**src/rtl/core/cht_pkg.sv**
```systemverilog
// Package for the convex hull trick engine: widths, codes, command, status and config types.
// Used by every module of the block but cht_ram; depends on nothing.
package cht_pkg;

  localparam int HULL_DEPTH = 1024;
  localparam int ADDR_W = $clog2(HULL_DEPTH);
  localparam int CNT_W = $clog2(HULL_DEPTH + 1);

  localparam int SLOPE_W = 32;
  localparam int ICPT_W = 48;
  localparam int X_W = 32;
  localparam int VALUE_W = 64;
  localparam int LINE_W = SLOPE_W + ICPT_W;
  localparam int DB_W = ICPT_W + 1;
  localparam int DK_W = SLOPE_W + 1;
  localparam int MUL_W = 33;
  localparam int PROD_W = 2 * MUL_W;
  localparam int CROSS_W = DB_W + DK_W;

  localparam logic [VALUE_W-1:0] VALUE_MAX = {1'b0, {(VALUE_W - 1){1'b1}}};

  localparam logic [2:0] ACT_ADD = 3'd0;
  localparam logic [2:0] ACT_BQUERY = 3'd1;
  localparam logic [2:0] ACT_PQUERY = 3'd2;
  localparam logic [2:0] ACT_RESTART = 3'd3;
  localparam logic [2:0] ACT_CLEAR = 3'd4;

  localparam logic [1:0] ST_OK = 2'd0;
  localparam logic [1:0] ST_EMPTY = 2'd1;
  localparam logic [1:0] ST_FULL = 2'd2;
  localparam logic [1:0] ST_TIE = 2'd3;

  typedef enum logic [4:0] {
    OP_NONE, OP_LOAD, OP_LATCH1, OP_LATCH2, OP_DEC, OP_DIFF,
    OP_M1L, OP_M1H, OP_A1, OP_M2L, OP_M2H, OP_A2, OP_WRITE,
    OP_BQ_INIT, OP_BQ_STEP, OP_PTR_CAP, OP_PTR_INC,
    OP_MUL_E1, OP_MUL_E2, OP_SUM2,
    OP_RES_VAL, OP_RES_EMPTY, OP_RES_CODE, OP_RES_RESTART, OP_RES_CLEAR
  } dp_op_t;

  typedef enum logic [2:0] {
    RA_TOP, RA_PREV, RA_MID, RA_MID1, RA_LO, RA_PTR, RA_PTR1
  } rsel_t;

  typedef struct packed {
    dp_op_t     op;
    rsel_t      rsel;
    logic [1:0] res_st;
  } cmd_t;

  typedef struct packed {
    logic [2:0] act;
    logic       count_zero;
    logic       count_ge2;
    logic       count_full;
    logic       tie;
    logic       better;
    logic       useless;
    logic       lo_lt_hi;
    logic       ptr_adv;
    logic       not_better;
  } sts_t;

  typedef struct packed {
    logic maximize;
    logic slopes_increasing;
  } cfg_t;

endpackage

```
**src/rtl/core/cht_ctrl.sv**
```systemverilog
// Controller state machine of the convex hull trick engine.
// Depends on cht_pkg; drives the datapath through cmd_t and reads sts_t.
module cht_ctrl (
  input  logic          clk,
  input  logic          rst,
  input  logic          s_tvalid,
  output logic          s_tready,
  output logic          m_tvalid,
  input  logic          m_tready,
  output cht_pkg::cmd_t cmd,
  input  cht_pkg::sts_t sts
);
  import cht_pkg::*;

  typedef enum logic [4:0] {
    S_IDLE, S_DISP, S_TOP_LAT, S_TOP_CHK, S_POP, S_POP_L1, S_POP_L2, S_DIFF,
    S_M1L, S_M1H, S_A1, S_M2L, S_M2H, S_A2, S_CMP, S_WRITE,
    S_LOOP, S_EV_L1, S_EV_L2, S_EV_E1, S_EV_E2, S_EV_S, S_EV_CHK,
    S_FIN_L1, S_FIN_E1, S_FIN_E2, S_OUT
  } state_t;

  state_t     state, state_next;
  dp_op_t     res_op, res_op_next;
  logic [1:0] res_st, res_st_next;
  logic       slot_free;
  logic       is_bq;

  assign s_tready = (state == S_IDLE);
  assign slot_free = !m_tvalid || m_tready;
  assign is_bq = (sts.act == ACT_BQUERY);

  always_comb begin
    state_next = state;
    res_op_next = res_op;
    res_st_next = res_st;
    cmd.op = OP_NONE;
    cmd.rsel = RA_TOP;
    cmd.res_st = res_st;
    case (state)
      S_IDLE: begin
        if (s_tvalid) begin
          cmd.op = OP_LOAD;
          state_next = S_DISP;
        end
      end
      S_DISP: begin
        res_op_next = OP_RES_CODE;
        res_st_next = ST_OK;
        case (sts.act)
          ACT_ADD: begin
            state_next = sts.count_zero ? S_WRITE : S_TOP_LAT;
          end
          ACT_BQUERY, ACT_PQUERY: begin
            if (sts.count_zero) begin
              res_op_next = OP_RES_EMPTY;
              state_next = S_OUT;
            end else begin
              cmd.op = is_bq ? OP_BQ_INIT : OP_PTR_CAP;
              state_next = S_LOOP;
            end
          end
          ACT_RESTART: begin
            res_op_next = OP_RES_RESTART;
            state_next = S_OUT;
          end
          ACT_CLEAR: begin
            res_op_next = OP_RES_CLEAR;
            state_next = S_OUT;
          end
          default: begin
            state_next = S_OUT;
          end
        endcase
      end
      S_TOP_LAT: begin
        cmd.op = OP_LATCH2;
        state_next = S_TOP_CHK;
      end
      S_TOP_CHK: begin
        if (sts.tie) begin
          if (sts.better) begin
            cmd.op = OP_DEC;
            state_next = S_POP;
          end else begin
            res_st_next = ST_TIE;
            state_next = S_OUT;
          end
        end else if (sts.count_full) begin
          res_st_next = ST_FULL;
          state_next = S_OUT;
        end else begin
          state_next = S_POP;
        end
      end
      S_POP: begin
        cmd.rsel = RA_PREV;
        state_next = sts.count_ge2 ? S_POP_L1 : S_WRITE;
      end
      S_POP_L1: begin
        cmd.op = OP_LATCH1;
        state_next = S_POP_L2;
      end
      S_POP_L2: begin
        cmd.op = OP_LATCH2;
        state_next = S_DIFF;
      end
      S_DIFF: begin
        cmd.op = OP_DIFF;
        state_next = S_M1L;
      end
      S_M1L: begin
        cmd.op = OP_M1L;
        state_next = S_M1H;
      end
      S_M1H: begin
        cmd.op = OP_M1H;
        state_next = S_A1;
      end
      S_A1: begin
        cmd.op = OP_A1;
        state_next = S_M2L;
      end
      S_M2L: begin
        cmd.op = OP_M2L;
        state_next = S_M2H;
      end
      S_M2H: begin
        cmd.op = OP_M2H;
        state_next = S_A2;
      end
      S_A2: begin
        cmd.op = OP_A2;
        state_next = S_CMP;
      end
      S_CMP: begin
        if (sts.useless) begin
          cmd.op = OP_DEC;
          state_next = S_POP;
        end else begin
          state_next = S_WRITE;
        end
      end
      S_WRITE: begin
        cmd.op = OP_WRITE;
        res_st_next = ST_OK;
        state_next = S_OUT;
      end
      S_LOOP: begin
        if (is_bq ? sts.lo_lt_hi : sts.ptr_adv) begin
          cmd.rsel = is_bq ? RA_MID : RA_PTR;
          state_next = S_EV_L1;
        end else begin
          cmd.rsel = is_bq ? RA_LO : RA_PTR;
          state_next = S_FIN_L1;
        end
      end
      S_EV_L1: begin
        cmd.op = OP_LATCH1;
        cmd.rsel = is_bq ? RA_MID1 : RA_PTR1;
        state_next = S_EV_L2;
      end
      S_EV_L2: begin
        cmd.op = OP_LATCH2;
        state_next = S_EV_E1;
      end
      S_EV_E1: begin
        cmd.op = OP_MUL_E1;
        state_next = S_EV_E2;
      end
      S_EV_E2: begin
        cmd.op = OP_MUL_E2;
        state_next = S_EV_S;
      end
      S_EV_S: begin
        cmd.op = OP_SUM2;
        state_next = S_EV_CHK;
      end
      S_EV_CHK: begin
        if (is_bq) begin
          cmd.op = OP_BQ_STEP;
          state_next = S_LOOP;
        end else if (sts.not_better) begin
          cmd.op = OP_PTR_INC;
          state_next = S_LOOP;
        end else begin
          res_op_next = OP_RES_VAL;
          state_next = S_OUT;
        end
      end
      S_FIN_L1: begin
        cmd.op = OP_LATCH1;
        state_next = S_FIN_E1;
      end
      S_FIN_E1: begin
        cmd.op = OP_MUL_E1;
        state_next = S_FIN_E2;
      end
      S_FIN_E2: begin
        cmd.op = OP_MUL_E2;
        res_op_next = OP_RES_VAL;
        state_next = S_OUT;
      end
      S_OUT: begin
        if (slot_free) begin
          cmd.op = res_op;
          state_next = S_IDLE;
        end
      end
      default: begin
        state_next = S_IDLE;
      end
    endcase
  end

  always_ff @(posedge clk) begin
    if (rst) begin
      state <= S_IDLE;
      m_tvalid <= 1'b0;
      res_op <= OP_RES_CODE;
      res_st <= ST_OK;
    end else begin
      state <= state_next;
      res_op <= res_op_next;
      res_st <= res_st_next;
      if (state == S_OUT && slot_free) begin
        m_tvalid <= 1'b1;
      end else if (m_tready) begin
        m_tvalid <= 1'b0;
      end
    end
  end

endmodule

```
**config.mk**
```make
export PLATFORM = sky130hd
export DESIGN_NAME = cht_ctrl
export DESIGN_NICKNAME = d
export VERILOG_FILES = /design/src/rtl/core/cht_pkg.sv /design/src/rtl/core/cht_ctrl.sv
export SDC_FILE = /design/constraint.sdc
export NUM_CORES = 1
export LEC_CHECK = 0
export BUFFER_PORTS_ARGS = -buffer_cell sky130_fd_sc_hd__buf_4
export CORE_ASPECT_RATIO = 0.7
export CORE_UTILIZATION = 55
export CTS_CLUSTER_DIAMETER = 30
export CTS_CLUSTER_SIZE = 16
export DETAILED_ROUTE_END_ITERATION = 16
export PLACE_DENSITY = 0.8
export RECOVER_POWER = 25
export SLEW_MARGIN = 25
export SYNTH_ARGS = -nofsm -noshare
export SYNTH_HDL_FRONTEND = slang
export SYNTH_SLANG_ARGS = --single-unit
```
**constraint.sdc**
```tcl
create_clock -name clk -period 2.24 [get_ports clk]
set_clock_uncertainty 0.2 [all_clocks]
set_input_delay 0.448 -clock clk [delete_from_list [all_inputs] [get_ports clk]]
set_output_delay 0.448 -clock clk [all_outputs]
set_load 0.05 [all_outputs]
```
==> results of run 1 <==
[per-stage QoR]
| stage | cell area (um2) | cells | hold slack (ns) | setup WS, ns | utilization [%] |
|---|---|---|---|---|---|
| after CTS | 2130 | 293 | 0.222 | -0.0804 | 93.6 |
| after floorplan | 1440 | 206 | 0.254 | -0.0818 | - |
| after global placement | 1800 | 276 | 0.270 | -0.0735 | 79.2 |
| after detailed placement | 1800 | 276 | 0.275 | -0.0958 | 79.2 |
[cells by family after synthesis]
family / Yosys count / synth area share, %
compound gates: 70 / 35.2
buf+inv: 22 / 8.24
simple gates: 98 / 36.6
fa+ha+maj: 1 / 0.717
xor+xnor: 2 / 1.25
mux: 1 / 0.717
flops: 12 / 17.2
[timing repair]
item / CTS
buffers inserted: 13
gates resized for setup: 57
setup endpoints to repair: 9
cloned: 0
hold buffers: 0
pin swaps: 11
==> flow_metrics.env, run 1 <==
export IMPL_status="aborted with a tool error"
export IMPL_haltStage="5_1_grt"
export IMPL_stop_error="[ERROR DPL-0038] Utilization greater than 100%, impossible to legalize"
export IMPL_synthTopCellsByArea="dfxtp_1 17%, nor2_1 7.3%, a21oi_1 7.2%"
export IMPL_synth_top_area_cell="dfxtp_1"
export IMPL_ioPinCount=28
export IMPL_place_gp_congestion=0.925
export IMPL_dieHeight_um=44.2
export IMPL_synth_most_common_cell="nor2_1"
export IMPL_syn_nets=222
export IMPL_ys_flop_type="dfxtp_1"
export IMPL_cts_root_buffer="clkbuf_4"
export IMPL_grt_max_degree=17
export IMPL_synth_seq_cells=12
export IMPL_dpl_hpwl_mm=3.52
export IMPL_start_util_pct=61.3
export IMPL_clock_path_buffers=2
export IMPL_netlist_instances=206
export IMPL_clock_sinks=12
export IMPL_ctsHtreeMaxLevel=1
export IMPL_placementRows=14
export IMPL_synth_distinct_cells=52
export IMPL_seq_area_frac_synth_pct=17.2
export IMPL_synth_common_cells="27 x nor2_1, 25 x nand2_1, 20 x a21oi_1, 13 x o21ai_0, 12 x dfxtp_1"
export IMPL_avgSynthCellArea_um2=6.78
export IMPL_synthArstFlopShare_pct=0
export IMPL_synth_edf_count=0
export IMPL_crit_endpoint="cmd[6]"
export IMPL_ys_warn_count=0
export IMPL_worst_endpoint_kind="output port"
export IMPL_synth_top_area_share_pct=17.2
export IMPL_die_w_um=62.2
export IMPL_cts_buffers=3
export IMPL_syn_area_um2=1400
export IMPL_io_buffers=27
==> inputs of run 2 (changes only) <==
Settings changed: CORE_AREA from default to 2 2 63 65, CORE_ASPECT_RATIO 0.7 to default, CORE_UTILIZATION 55 to default, CTS_CLUSTER_DIAMETER 30 to default, CTS_CLUSTER_SIZE 16 to default, DIE_AREA from default to 0 0 65 67, PLACE_DENSITY 0.8 to default, PLACE_DENSITY_LB_ADDON from default to 0.15.
==> run 2 against run 1 <==
The flow now finishes, with violations (setup timing). Synthesized cell count is the same. Area after synthesis is the same.
==> flow_metrics.env, run 2 <==
export IMPL_p_int_mw=1.51
export IMPL_power_density_nw_per_um2=1340
export IMPL_grt_setup_unrepaired="true"
export IMPL_synthToLayoutAreaGrowth_pct=62.5
export IMPL_vias=1752
export IMPL_cts_tree="done"
export IMPL_worstPathArrival_ns=1.63
export IMPL_worst_slew_pin_slew_ns=0.602
export IMPL_start_util_pct=38.7
export IMPL_cp_startpoint="state[4]"
export IMPL_synth_top_area_cell="dfxtp_1"
export IMPL_slowest_delay_ns=0.36
export IMPL_grt_max_degree=26
export IMPL_slew_violations=0
export IMPL_slowest_stage="dfxtp_4"
export IMPL_layout_commonest_cell="buf_4"
export IMPL_synth_top_area_share_pct=17.2
export IMPL_dp_cells=289
export IMPL_period_share_pct=102
export IMPL_reg_top3="state (5), res_op (4), res_st (2)"
export IMPL_p_leak_nw=0.890
export IMPL_multiInputGateArea_um2=1260
export IMPL_pre_cts_slack_ns=-0.0859
export IMPL_drive_gt1_share_pct=48.8
export IMPL_clk_latency_ns=0.24
export IMPL_synth_most_common_cell="nor2_1"
export IMPL_diodes=0
export IMPL_synthArstFlopShare_pct=0
export IMPL_antenna_left=0
export IMPL_top_register="state"
export IMPL_crit_chain="buf_12, nor2b_2, buf_4, a21oi_2, o22a_1, nand3_2, buf_8"
export IMPL_ff2ff_setup_slack_ns=0.10
export IMPL_io_buffers=27
export IMPL_layout_cells_non_filler=306
export IMPL_route_detailed_drc=0
export IMPL_synthTopCellsByArea="dfxtp_1 17%, nor2_1 7.3%, a21oi_1 7.2%"
export IMPL_netlist_instances=206
export IMPL_wl_per_cell_um=15.7
export IMPL_nets=275
export IMPL_finalWorstSetupSlack_ns=-0.0401
export IMPL_pwr_share_seq_pct=11.7
export IMPL_required_ns=1.59
export IMPL_core_um2=3610
export IMPL_ir_drop_v=0.000981
export IMPL_criticalPathCategory="register to primary output"
export IMPL_ctsHtreeMaxLevel=1
export IMPL_cp_max_fo=10
export IMPL_grtUsageTotal_pct=21.5
export IMPL_vias_per_cell=5.73
export IMPL_violations="setup timing"
export IMPL_cts_root_buffer="clkbuf_8"
export IMPL_dieHeight_um=67
export IMPL_final_hold_violation_count=0
export IMPL_die_w_um=65
export IMPL_final_cell_mix="49 x buf_4, 21 x nand2_1, 21 x nor2_1, 15 x a21oi_1, 10 x buf_6"
export IMPL_syn_nets=222
export IMPL_synth_distinct_cells=52
export IMPL_ys_flop_type="dfxtp_1"
export IMPL_hold_buffers=0
export IMPL_synth_edf_count=0
export IMPL_avgSynthCellArea_um2=6.78
export IMPL_power_switching_share_pct=50.4
export IMPL_hold_class="input port to register"
export IMPL_seq_area_frac_synth_pct=17.2
export IMPL_critical_path_endpoint="cmd[6]"
export IMPL_grt_first_pass_wirelength_mm=7.22
export IMPL_grt_antenna_before_repair=0
export IMPL_ys_warn_count=0
export IMPL_power_switching_mw=1.54
export IMPL_clock_sinks=12
export IMPL_fill_cells=319
export IMPL_power_frac_comb_pct=80.4
export IMPL_placementRows=22
export IMPL_cts_buffers=3
export IMPL_ioPinCount=28
export IMPL_synth_common_cells="27 x nor2_1, 25 x nand2_1, 20 x a21oi_1, 13 x o21ai_0, 12 x dfxtp_1"
export IMPL_fmax_ghz=0.439
export IMPL_critPathLaunchType="register"
export IMPL_r2r_start="state[0]"
export IMPL_drt_iter0_drc=163
export IMPL_first_global_vias=1500
export IMPL_r2r_end="state[1]"
export IMPL_path_clk_slew_ns=0.06
export IMPL_clock_path_buffers=2
export IMPL_regArea_um2=254
export IMPL_slew_headroom_pct=60.0
export IMPL_finalSetupTns_ns=-0.136
export IMPL_place_gp_congestion=0.844
export IMPL_setup_viol=5
export IMPL_ff2ff_path_depth=10
export IMPL_synth_seq_cells=12
export IMPL_cp_end_kind="primary output"
export IMPL_drt_total_wl_mm=4.80
export IMPL_final_min_clock_period_ns=2.28
export IMPL_worstHoldPathCells=2
export IMPL_dpl_hpwl_mm=3.15
export IMPL_syn_area_um2=1400
export IMPL_grt_ovfl_total=0
export IMPL_maxCapViolCount=0
export IMPL_first_pass_iters=5
export IMPL_largest_reg_flops=5
export IMPL_status="finished with violations"
export IMPL_total_power_mw=3.05
export IMPL_dieArea_um2=4360
export IMPL_p_clk_share_pct=7.9
==> run 2: cell counts after synthesis <==
No cell type changed its count.
==> run 2: worst min path at each step <==
stage                    from  slack (ns)   endpoint
global placement    res_op[3]        0.28  res_op[3]
global route              rst        0.27   state[2]
detailed placement  res_op[1]        0.28  res_op[1]
CTS                       rst        0.27   state[2]
floorplan           res_op[3]        0.25  res_op[3]
finish                    rst        0.28   state[2]
==> run 2: per-layer routing <==
layer / track usage, % / share of wire, %
met5: 0 / 0
met4: 3.72 / 1.5
met2: 33.9 / 48
met1: 30.7 / 44
met3: 3.72 / 6.6
==> run 2: power groups by stage <==
stage / clock network [mW] / registers (mW) / logic (mW)
3_5_place_dp: 0 / 0.324 / 1.92
2_1_floorplan: 0 / 0.307 / 1.40
6_report: 0.241 / 0.355 / 2.45
4_1_cts: 0.243 / 0.343 / 2.17
5_1_grt: 0.257 / 0.363 / 2.61
3_3_place_gp: 0 / 0.322 / 1.93
==> run 2: through the flow <==
step                      hold slack [ns]  instance area, um2  util [%]
after floorplan                     0.254                1440         -
after global placement              0.279                1830      50.7
after detailed placement            0.278                1830      50.7
after CTS                           0.272                2080      57.6
after global routing                0.275                2270      62.9
final                               0.280                2270      62.9
==> run 2: layout make-up <==
type                    count  share of cell area, %
multi-input cells         172                   55.7
repair buffers             68                   27.5
flip-flops and latches     12                   11.2
well taps                  48                   2.65
clock buffers               4                   2.43
inverters                   2                  0.496
==> run 2: kinds of logic after synthesis <==
| logic type | count (synthesis) | share of synthesized area (%) |
|---|---|---|
| AO/OA/AOI/OAI | 70 | 35.2 |
| multiplexers | 1 | 0.717 |
| XOR/XNOR | 2 | 1.25 |
| buffers and inverters | 22 | 8.24 |
| flip-flops | 12 | 17.2 |
| adder cells (fa/ha/maj) | 1 | 0.717 |
| AND/OR/NAND/NOR | 98 | 36.6 |
==> run 2: what timing repair did <==
item	4_1_cts	5_1_grt
pin swaps	10	10
setup buffers	5	6
gates resized for setup	34	35
cloned	1	1
setup endpoints to repair	8	9
==> run 2: critical path: cells and delay by family (launching register included) <==
family          cells  cell delay (ns)
compound gates      2             0.33
simple gates        2             0.26
flops               1             0.36
buf+inv             3             0.45
Note: power is estimated with default switching activity, not from simulation.
==> inputs of run 3 (changes only) <==
Settings changed: BUFFER_PORTS_ARGS -buffer_cell sky130_fd_sc_hd__buf_4 to -buffer_cell sky130_fd_sc_hd__buf_2, PLACE_DENSITY from default to 0.65, PLACE_DENSITY_LB_ADDON 0.15 to default.
==> run 3 against run 2 <==
The flow still finishes with violations (setup timing). Clock power down 20%. Routed wire length up 3.6%. Non-clock buffer count up 12. Hold slack better by 0.014 ns. Sequential power up 2%. Final cell count up 3.6%. Largest cell class unchanged. Highest routed layer unchanged.
==> flow_metrics.env, run 3 (same netlist as run 2, synthesis figures left out) <==
export IMPL_placementRows=22
export IMPL_fill_cells=327
export IMPL_dieHeight_um=67
export IMPL_clock_sinks=12
export IMPL_ir_drop_v=0.00127
export IMPL_worst_slew_pin_slew_ns=0.438
export IMPL_path_clk_slew_ns=0.05
export IMPL_route_detailed_drc=0
export IMPL_clk_latency_ns=0.24
export IMPL_vias_per_cell=5.58
export IMPL_vias=1769
export IMPL_slowest_stage="dfxtp_4"
export IMPL_cts_buffers=3
export IMPL_worstHoldPathCells=1
export IMPL_required_ns=1.59
export IMPL_largest_reg_flops=5
export IMPL_hold_class="register to register"
export IMPL_layout_cells_non_filler=317
export IMPL_grt_max_degree=30
export IMPL_drive_gt1_share_pct=49.1
export IMPL_core_um2=3610
export IMPL_hold_buffers=0
export IMPL_crit_chain="buf_4, xor2_1, nand2_1, o21ai_0, a22oi_1, buf_4, o221ai_4, buf_6"
export IMPL_status="finished with violations"
export IMPL_maxCapViolCount=0
export IMPL_antenna_left=0
export IMPL_period_share_pct=102
export IMPL_wl_per_cell_um=15.7
export IMPL_final_min_clock_period_ns=2.28
export IMPL_io_buffers=27
export IMPL_reg_top3="state (5), res_op (4), res_st (2)"
export IMPL_dpl_hpwl_mm=3.35
export IMPL_grt_first_pass_wirelength_mm=7.26
export IMPL_worstPathArrival_ns=1.63
export IMPL_p_leak_nw=0.928
export IMPL_slowest_delay_ns=0.39
export IMPL_start_util_pct=38.7
export IMPL_cts_root_buffer="clkbuf_8"
export IMPL_drt_total_wl_mm=4.98
export IMPL_holdWs_ns=0.294
export IMPL_layout_commonest_cell="buf_4"
export IMPL_diodes=0
export IMPL_power_density_nw_per_um2=1370
export IMPL_regArea_um2=259
export IMPL_grt_setup_unrepaired="true"
export IMPL_grtUsageTotal_pct=21.3
export IMPL_ff2ff_path_depth=6
export IMPL_place_gp_congestion=0.868
export IMPL_dp_cells=303
export IMPL_top_register="state"
export IMPL_grt_antenna_before_repair=0
export IMPL_critical_path_most_common_cell="buf_4"
export IMPL_nets=287
export IMPL_setup_viol=3
export IMPL_cp_end_kind="primary output"
export IMPL_crit_buf_inv=3
export IMPL_finalSetupTns_ns=-0.0569
export IMPL_cts_tree="done"
export IMPL_dieArea_um2=4360
export IMPL_crit_family="buffers and inverters"
export IMPL_fmax_ghz=0.439
export IMPL_final_hold_violation_count=0
export IMPL_grt_ovfl_total=0
export IMPL_first_global_vias=1586
export IMPL_first_pass_iters=4
export IMPL_multiInputGateArea_um2=1210
export IMPL_drt_iter0_drc=126
export IMPL_die_w_um=65
export IMPL_violations="setup timing"
export IMPL_critPathLaunchType="register"
export IMPL_criticalPathCategory="register to primary output"
export IMPL_final_cell_area_um2=2230
export IMPL_slew_headroom_pct=70.8
export IMPL_post_dp_cell_area_um2=1850
export IMPL_slew_violations=0
export IMPL_cp_num_cells=8
export IMPL_cp_max_fo=6
export IMPL_synthToLayoutAreaGrowth_pct=59.4
export IMPL_final_cell_mix="48 x buf_4, 23 x nand2_1, 21 x nor2_1, 18 x buf_2, 15 x a21oi_1"
export IMPL_total_power_mw=3.04
export IMPL_ctsHtreeMaxLevel=1
export IMPL_finalWorstSetupSlack_ns=-0.0354
export IMPL_clock_path_buffers=2
export IMPL_ioPinCount=28
## run 3: path summary, 6_finish.rpt
| check | endpoint | slack [ns] | from |
|---|---|---|---|
| worst max-delay path | cmd[5] | -0.04 | state[4] |
| worst min-delay path | res_op[1] | 0.29 | res_op[1] |
| worst max register to register | res_op[1] | 0.28 | state[2] |
| worst min register to register | res_op[1] | 0.29 | res_op[1] |
## run 3: metrics by stage
step / utilization [%] / setup WS (ns)
finish: 61.7 / -0.0354
floorplan: - / -0.0818
CTS: 56.8 / -0.0365
global route: 61.7 / -0.0939
detailed placement: 51.4 / -0.0934
global placement: 51.4 / -0.0913
## run 3: cell type report
type | instances | area share [%]
repair buffers | 80 | 28.7
multi-input cells | 172 | 54.6
well taps | 48 | 2.70
clock buffers | 3 | 1.85
inverters | 2 | 0.506
flip-flops and latches | 12 | 11.6
## run 3: where the power goes
| group | switching, mW | total (mW) | leakage, nW | internal (mW) |
|---|---|---|---|---|
| clock | 0.0748 | 0.193 | 0.0216 | 0.118 |
| sequential | 0.0704 | 0.361 | 0.101 | 0.291 |
| combinational | 1.38 | 2.49 | 0.805 | 1.10 |
| total | 1.53 | 3.04 | 0.928 | 1.51 |
## run 3: what timing repair did
item                       in CTS  in global routing
buffers inserted                2                  8
pin swaps                       8                 11
gates resized for setup        42                 28
gates cloned                    0                  1
setup endpoints to repair       9                  9
## run 3: layer usage
| metal | global-route usage, % | vias to the layer above | wire, um |
|---|---|---|---|
| li1 | - | 872 | - |
| met4 | 2.13 | 0 | 34 |
| met5 | 0 | - | 0 |
| met3 | 3.55 | 4 | 278 |
| met2 | 38.7 | 65 | 2570 |
| met1 | 27.2 | 828 | 2100 |
==> inputs of run 4 (changes only) <==
Settings changed: ABC_AREA from default to 1, PLACE_DENSITY 0.65 to 0.63.
Clock period 2.24 ns to 2.1 ns, I/O delays scaled along.
==> run 4 against run 3 <==
The run still ends with setup timing left. Utilization grew 1.6 points. Critical endpoint is now cmd[9]. Design area grew 2.6%. Sequential share of layout area fell by 0.24 points. Setup slack got worse by 0.11 ns. Critical path depth shrank 1. Flip-flop and latch count unchanged.
==> flow_metrics.env, run 4 <==
export IMPL_nets=343
export IMPL_die_w_um=65
export IMPL_required_ns=1.48
export IMPL_hold_class="input port to register"
export IMPL_finalSetupTns_ns=-0.617
export IMPL_start_util_pct=36.6
export IMPL_hold_buffers=0
export IMPL_holdWs_ns=0.246
export IMPL_ioPinCount=28
export IMPL_worstPathArrival_ns=1.62
export IMPL_synth_top_area_cell="nand2_1"
export IMPL_synth_seq_cells=12
export IMPL_cp_end_kind="primary output"
export IMPL_place_gp_congestion=0.983
export IMPL_cts_root_buffer="clkbuf_8"
export IMPL_antenna_left=0
export IMPL_fin_util_pct=63.4
export IMPL_maxCapViolCount=0
export IMPL_ys_flop_type="dfxtp_1"
export IMPL_finalWorstSetupSlack_ns=-0.144
export IMPL_placementRows=22
export IMPL_grt_first_pass_wirelength_mm=8.30
export IMPL_synthArstFlopShare_pct=0
export IMPL_synth_common_cells="65 x nand2_1, 43 x nor2_1, 34 x inv_1, 24 x nand3_1, 12 x dfxtp_1"
export IMPL_cp_startpoint="state[4]"
export IMPL_r2r_end="state[1]"
export IMPL_status="finished with violations"
export IMPL_critPathLaunchType="register"
export IMPL_core_um2=3610
export IMPL_netlist_instances=245
export IMPL_synth_distinct_cells=27
export IMPL_ys_warn_count=0
export IMPL_r2r_start="state[3]"
export IMPL_path_clk_slew_ns=0.05
export IMPL_p_leak_nw=1.19
export IMPL_syn_area_um2=1320
export IMPL_ff2ff_setup_slack_ns=0.27
export IMPL_fmax_ghz=0.446
export IMPL_grt_ovfl_total=0
export IMPL_dpl_hpwl_mm=3.90
export IMPL_grt_antenna_before_repair=0
export IMPL_dieHeight_um=67
export IMPL_io_buffers=27
export IMPL_drt_iter0_drc=91
export IMPL_final_min_clock_period_ns=2.24
export IMPL_route_detailed_drc=0
export IMPL_diodes=0
export IMPL_ff2ff_path_depth=12
export IMPL_synth_most_common_cell="nand2_1"
export IMPL_slew_headroom_pct=60.3
export IMPL_clock_path_buffers=2
export IMPL_synth_edf_count=0
export IMPL_clk_latency_ns=0.24
export IMPL_synthTopCellsByArea="nand2_1 19%, dfxtp_1 18%, nor2_1 12%"
export IMPL_synth_top_area_share_pct=18.5
export IMPL_synthToLayoutAreaGrowth_pct=73.2
export IMPL_seq_area_frac_synth_pct=18.2
export IMPL_slew_violations=0
export IMPL_dieArea_um2=4360
export IMPL_ctsHtreeMaxLevel=1
export IMPL_syn_nets=261
export IMPL_cts_tree="done"
export IMPL_final_hold_violation_count=0
export IMPL_ir_drop_v=0.000949
export IMPL_clock_sinks=12
export IMPL_critical_path_endpoint="cmd[9]"
export IMPL_period_share_pct=107
export IMPL_cts_buffers=3
export IMPL_largest_reg_flops=5
export IMPL_drt_total_wl_mm=5.18
export IMPL_wl_per_cell_um=13.8
export IMPL_drive_gt1_share_pct=47.5
export IMPL_pre_cts_slack_ns=-0.136
export IMPL_reg_top3="state (5), res_op (4), res_st (2)"
export IMPL_worst_slew_pin_slew_ns=0.598
export IMPL_top_register="state"
export IMPL_total_power_mw=3.11
export IMPL_grtUsageTotal_pct=25.1
export IMPL_cp_max_fo=9
export IMPL_power_density_nw_per_um2=1360
export IMPL_grt_setup_unrepaired="true"
export IMPL_grt_max_degree=10
export IMPL_layout_commonest_cell="nand2_1"
export IMPL_first_global_vias=1831
export IMPL_avgSynthCellArea_um2=5.38
export IMPL_violations="setup timing"
export IMPL_final_cell_mix="53 x nand2_1, 44 x buf_4, 31 x nor2_1, 26 x inv_1"
export IMPL_vias=1907
export IMPL_fill_cells=322
export IMPL_setup_viol=8
export IMPL_criticalPathCategory="register to primary output"
export IMPL_first_pass_iters=4
export IMPL_vias_per_cell=5.10
[run 4: final cells by class]
cell class                      count  area, um2  share of cell area, %
Multi-Input combinational cell    190       1110                   48.5
Timing Repair Buffer               82        649                   28.4
Sequential cell                    12        260                   11.4
Inverter                           38        153                   6.68
Tap cell                           48       60.1                   2.63
Clock buffer                        4       55.1                   2.41
[run 4: worst max-delay path: stages, from the launching register on]
cell     delay [ns]
dfxtp_4        0.37
buf_8          0.15
nand3_2        0.09
nand2_2        0.07
buf_6          0.12
nor4_4         0.28
nand3_1        0.12
buf_6          0.17
[run 4: what timing repair did]
item | 4_1_cts | 5_1_grt
gates resized for setup | 69 | 35
endpoints found under the hold margin | 0 | 0
buffers inserted | 7 | 7
pin swaps | 15 | 22
setup endpoints to repair | 8 | 9
[run 4: metrics by stage]
stage | cells | cell area, um2
after detailed placement | 356 | 1800
after CTS | 367 | 2120
after global placement | 356 | 1800
after global routing | 374 | 2280
after floorplan | 245 | 1340
final | 374 | 2280
[run 4: power by group]
part	internal, mW	total (mW)	switching [mW]
registers	0.314	0.432	0.119
logic	1.01	2.42	1.41
clock network	0.166	0.258	0.0919
[run 4: worst min path at each step]
stage,start,to,slack [ns],cells past startpoint
after floorplan,res_op[3],res_op[3],0.24,2
final,rst,m_tvalid,0.25,2
after CTS,sts[5],res_st[0],0.25,3
after global routing,sts[5],res_st[0],0.26,3
after global placement,res_op[3],res_op[3],0.25,2
after detailed placement,res_op[3],res_op[3],0.25,2
[run 4: logic make-up (layout without fill, tap and decap cells)]
family / Yosys count / after routing / synth area share, %
AOI/OAI and AO/OA: 27 / 27 / 11.3
and+or+nand+nor: 163 / 163 / 56.3
DFF: 12 / 12 / 18.2
buffers and inverters: 43 / 124 / 14.2
[run 4: per-layer routing]
layer	up-vias	GRT usage (%)	routed length (um)
li1	957	-	-
met1	834	29.0	2120
met2	91	44.8	2440
met3	25	4.73	375
met4	0	10.9	231
met5	-	0	0
